`src/hw/rtl/rau_pkg.sv`:
```
// Package: shared types and constants of the rational arithmetic unit.
package rau_pkg;

  localparam int unsigned OperandWidth = 32;
  localparam int unsigned MagWidth     = 64;

  typedef enum logic [1:0] {
    CmdAdd = 2'd0,
    CmdSub = 2'd1,
    CmdMul = 2'd2,
    CmdDiv = 2'd3
  } cmd_e;

  typedef enum logic [1:0] {
    ErrNone     = 2'd0,
    ErrZeroDen  = 2'd1,
    ErrOverflow = 2'd2
  } err_e;

  // Classified item handed from the front part to the back part.
  typedef struct packed {
    logic                zero_den;
    logic                num_neg;
    logic                den_neg;
    logic [MagWidth-1:0] num_mag;
    logic [MagWidth-1:0] den_mag;
    logic                lt;
    logic                eq;
    logic                gt;
  } job_t;

  typedef struct packed {
    logic [63:0] result_num;
    logic [62:0] result_den;
    logic        a_less;
    logic        a_equal;
    logic        a_greater;
    logic [1:0]  error_code;
  } res_t;

endpackage

```
`src/hw/rtl/rau_queue.sv`:
```
// Two-entry queue between the front and back parts.
module rau_queue (
  input  logic          clk_i,
  input  logic          rst_ni,
  input  logic          wr_valid_i,
  output logic          wr_ready_o,
  input  rau_pkg::job_t wr_data_i,
  output logic          rd_valid_o,
  input  logic          rd_ready_i,
  output rau_pkg::job_t rd_data_o
);
  import rau_pkg::*;

  job_t       mem_q [2];
  logic       wptr_q, rptr_q;
  logic [1:0] cnt_q;
  logic       wr_en, rd_en;

  assign wr_ready_o = (cnt_q != 2'd2);
  assign rd_valid_o = (cnt_q != 2'd0);
  assign rd_data_o  = mem_q[rptr_q];
  assign wr_en = wr_valid_i && wr_ready_o;
  assign rd_en = rd_valid_o && rd_ready_i;

  always_ff @(posedge clk_i or negedge rst_ni) begin
    if (!rst_ni) begin
      wptr_q <= 1'b0; rptr_q <= 1'b0; cnt_q <= 2'd0;
    end else begin
      if (wr_en) wptr_q <= ~wptr_q;
      if (rd_en) rptr_q <= ~rptr_q;
      cnt_q <= cnt_q + {1'b0, wr_en} - {1'b0, rd_en};
    end
  end

  always_ff @(posedge clk_i) begin
    if (wr_en) mem_q[wptr_q] <= wr_data_i;
  end

  assert property (@(posedge clk_i) disable iff (!rst_ni) cnt_q <= 2'd2)
    else $error("queue count out of range");
  assert property (@(posedge clk_i) disable iff (!rst_ni)
    (wr_en && !rd_en) |=> cnt_q == $past(cnt_q) + 2'd1)
    else $error("queue count missed a write");
  assert property (@(posedge clk_i) disable iff (!rst_ni)
    (rd_en && !wr_en) |=> cnt_q == $past(cnt_q) - 2'd1)
    else $error("queue count missed a read");
endmodule

```
`config.mk`:
```
export PLATFORM = sky130hd
export DESIGN_NAME = rau_queue
export DESIGN_NICKNAME = d
export VERILOG_FILES = /design/src/hw/rtl/rau_pkg.sv /design/src/hw/rtl/rau_queue.sv
export SDC_FILE = /design/constraint.sdc
export NUM_CORES = 1
export LEC_CHECK = 0
export BUFFER_PORTS_ARGS = -buffer_cell sky130_fd_sc_hd__buf_2
export CAP_MARGIN = 25
export CORE_ASPECT_RATIO = 2
export CORE_MARGIN = 8
export CORE_UTILIZATION = 40
export CTS_BUF_LIST = sky130_fd_sc_hd__clkbuf_4 sky130_fd_sc_hd__clkbuf_8
export DETAILED_ROUTE_END_ITERATION = 16
export PLACE_DENSITY = 0.6
export SYNTH_ARGS = -nofsm -noshare
export SYNTH_HDL_FRONTEND = slang
export SYNTH_SLANG_ARGS = --single-unit
```
`constraint.sdc`:
```
create_clock -name clk_i -period 7.6 [get_ports clk_i]
set_input_delay 1.9 -clock clk_i [delete_from_list [all_inputs] [get_ports clk_i]]
set_output_delay 1.9 -clock clk_i [all_outputs]
set_load 0.01 [all_outputs]
```
## Word level (Yosys, flattened, before mapping)

Memories as Yosys holds them, arrays and structs flattened.
Index checks and enable logic that the tools add are counted.

- Bits in registers: 4
- Memory bits (writable): 268
- Logic and storage cells: 14
- Memories: 1

- Add/sub/neg operators: 2
- Eq/ne operators: 1
- Muxes and demuxes: 2
- Bitwise operators: 2
- Reduce and logical (&&, ||, !) cells: 3

Memory list:

| memory | depth | bits a word | rd ports | clocked after memory_dff | write ports | line | RTL |
|---|---|---|---|---|---|---|---|
| mem_q | 2 | 134 | 1 | 0 | 1 | rau_queue.sv:14 | `job_t mem_q [2];` |

Operators with widths:

| operator | count |
|---|---|
| $add A2 B1 Y2 | 1 |
| $logic_and A1 B1 Y1 | 2 |
| $mux W1 | 2 |
| $ne A2 B2 Y1 const B | 1 |
| $not A1 Y1 | 2 |
| $reduce_bool A2 Y1 | 1 |
| $sub A2 B1 Y2 | 1 |

## Depth between registers and ports, before layout

- Depth after elaboration: 4
- Depth in mapped cells: 7
- Gate-level depth less buffers: 7

## Worst setup path before layout

OpenSTA, ideal clock, no wires.

- Path type: input to register
- Start point: in wr_valid_i
- End point: mem mem_q[0][0] (netlist bit) (enable)
- Data arrival time: 7.562 ns
- Required time: 6.971 ns
- Setup slack: -0.591 ns
- Stages on the path: 2
- Path buffers: 0
- Cell sequence: nand2_1 nor2_1

- Word-level cells in the longest chain between the ends: 3

Ends and longest elaborated chain:

| element | line | RTL |
|---|---|---|
| start: declaration | rau_queue.sv:5 | `input logic wr_valid_i,` |
| $logic_and A1 B1 Y1 | rau_queue.sv:22 | `assign wr_en = wr_valid_i && wr_ready_o;` |
| $mux W1 | rau_queue.sv:36 | `if (wr_en) mem_q[wptr_q] <= wr_data_i;` |
| $mux W1 (not written as such) | rau_queue.sv:36 |  |
| end: declaration | rau_queue.sv:14 |  |

Every way passes these cells.

==> metrics.txt <==
global-route wire length before repair=32660 um; clk sink count=~270; via count=about 5200; Syn Nets=between 500 and 600; share of layout cells above drive strength 1=0.6240; Mapped Area=0.01006 mm^2; worst-margin pin slew=between 0.9 and 1 ns; Inst Count DP=just over 1000; WL final=roughly 22000 um; minimum clock period after layout=roughly 4.0 ns; fin cells=~1100; Min-Delay Path Class=register to register; slowest stage delay, CP=around 0.59 ns; Synth Instances=~430; H-tree depth=2; post-CTS resize count=0; Die Footprint=0.03079 mm^2; met3 wire len=about 1600 um; Clock Pin Slew Worst Setup and Hold Paths=~0.070 ns; clock buffer depth=3; Data arrival, critical path=~2.1 ns; MaxCap Viol Count=0; CP max FO=64; Detailed Route Iter0 Violations=between 200 and 250; final worst-path setup slack=between 3 and 4 ns; gpl congestion=approximately 0.74; Avg WL per Cell=20.03 um; vias in the first global route=about 6000; status=finished, final reports clean; I/O Buffers=between 200 and 300; crit-path cells=buf_12, mux2_2, buf_2; routed length on met1=6839 um; maximum clock frequency=247.9 MHz; Setup crit end kind=primary output; Met2 Wirelength=roughly 13000 um; CTS Hold Bufs=0; GR Util All Layers=0.1419; unrepaired setup endpoints after global routing=no; DR top layer=met5; Pwr Density=380.7 mW/mm^2; synth-to-layout area growth=25.26%; setup bufs post-CTS=0; core area=between 0.02 and 0.025 mm^2; root buf cell=clkbuf_8; number of synthesized register bits=around 270; P_leak=a little under 0.005 uW; GRT overflow=0; vias per cell=roughly 4.7; DRC viols=0; Max IR drop VDD=around 0.33 mV; Critical Path Source Type=register; # setup viols final=0; most common cell after layout, fill and taps aside=buf_2; CTS Buf Count=38; HPWL Detailed=around 16000 um; Detailed Routing Iterations Pass 1=4; number of antenna-violating nets in the routed design=0; Placement Rows=82; Rel. slew slack=0.3502; Die Ht=between 200 and 250 um; post-synthesis sequential area ratio=0.8100; Slowest cell on crit path=dfrtp_4; worst skew pair latency=approximately 0.53 ns; FILL cells=between 2000 and 2500; R2R setup slack=slightly below 5 ns; fin crit share=0.5308; commonest non-fill, non-tap cells in the layout=buf_2 (273), edfxtp_1 (268), mux2_2 (84); pin count of the biggest net entering global routing=between 70 and 80; Total Nets Final=roughly 880; Max Clock Skew=~0.022 ns; YS warnings=0; CTS tree=done; Slew Limit Fails=0; initial core utilization=0.4035; # IOs=between 200 and 300; worst slack, placed=roughly 3.4 ns; Unique masters post-synth=16; initial antenna violation count=8; Worst EP required=between 5 and 6 ns; final hold vios=0; Setup TNS Final=0 ns; Die Width=128.1 um; syn_area_per_cell=about 23 um^2; crit path kind=register to primary output
## kinds of logic (layout without fill, tap and decap cells)
| group | Yosys count | in the layout | synth area share |
|---|---|---|---|
| muxes | 134 | 134 | 0.1687 |
| adders and majority gates | 2 | 2 | 0.002487 |
| and+or+nand+nor | 6 | 6 | 0.003235 |
| xor gates and xnor gates | 4 | 4 | 0.003483 |
| DFF | 272 | 272 | 0.8100 |
| other | 0 | 6 | 0 |
| buffers and inverters | 16 | 348 | 0.01219 |
## cell usage after synthesis
master    count  area [um^2]
xor2_1        1        8.760
nand2b_1      1        6.260
mux2_4       50        750.7
inv_1         1        3.750
and2_1        1        6.260
xnor2_1       3        26.28
or2_2         1        6.260
dfrtp_1       4        100.1
buf_2         8        40.04
nand2_1       1        3.750
edfxtp_1    268         8048
and3_1        1        6.260
buf_6         7        78.83
ha_1          2        25.02
mux2_2       84        945.9
nor2_1        1        3.750
## metal layers
metal | global-route usage | up-vias
li1 | - | 2343
met1 | 0.1239 | 2533
met2 | 0.2712 | 208
met3 | 0.04598 | 73
met4 | 0.08376 | 2
met5 | 0 | -
## final timing paths
check                         start        endpoint  cells past startpoint
setup / recovery             rptr_q  rd_data_o[133]                      3
hold reg to reg            cnt_q[0]        cnt_q[0]                      1
max in group asynchronous    rst_ni          rptr_q                      1
hold / removal             cnt_q[0]        cnt_q[0]                      1
setup reg to reg           cnt_q[0]    mem_q[1][73]                      3
min in group asynchronous    rst_ni          rptr_q                      1
## final cells by class
class | instances | area (um^2) | area share
Clock inverter | 14 | 96.34 | 0.007646
Tap cell | 336 | 420.4 | 0.03336
Clock buffer | 55 | 675.6 | 0.05362
Antenna cell | 6 | 15.01 | 0.001192
Timing Repair Buffer | 278 | 1436 | 0.1140
Multi-Input combinational cell | 146 | 1802 | 0.1430
Sequential cell | 272 | 8152 | 0.6469
Inverter | 1 | 3.754 | 0.0002979
## worst max-delay path: cells and delay by family, from the launching register on
family                 cells  cell delay, ns
buffers and inverters      2            0.55
muxes                      1            0.39
DFF                        1            0.59
## flip-flops by register name, indices dropped and copies added (netlist names)
signal / count
wptr_q: 1
rptr_q: 1
cnt_q: 2
mem_q: 268
## report_power, final
| part | switching (uW) | internal (uW) | leakage (uW) | total [uW] |
|---|---|---|---|---|
| clock | 530 | 610 | 0.000408 | 1140 |
| combinational | 808 | 698 | 0.00190 | 1510 |
| sequential | 93.5 | 2060 | 0.00253 | 2150 |
## through the flow
stage                     area [um^2]  power (uW)    util  hold slack [ns]
after floorplan                 10060        3180       -           0.4788
after global placement          11790        3680  0.4727           0.4987
after detailed placement        11790        3723  0.4727           0.5182
after CTS                       12560        4877  0.5037           0.5321
after global routing            12600        5036  0.5054           0.5682
final                           12600        4797  0.5054           0.5296
Power figures use the tool's default switching activity.
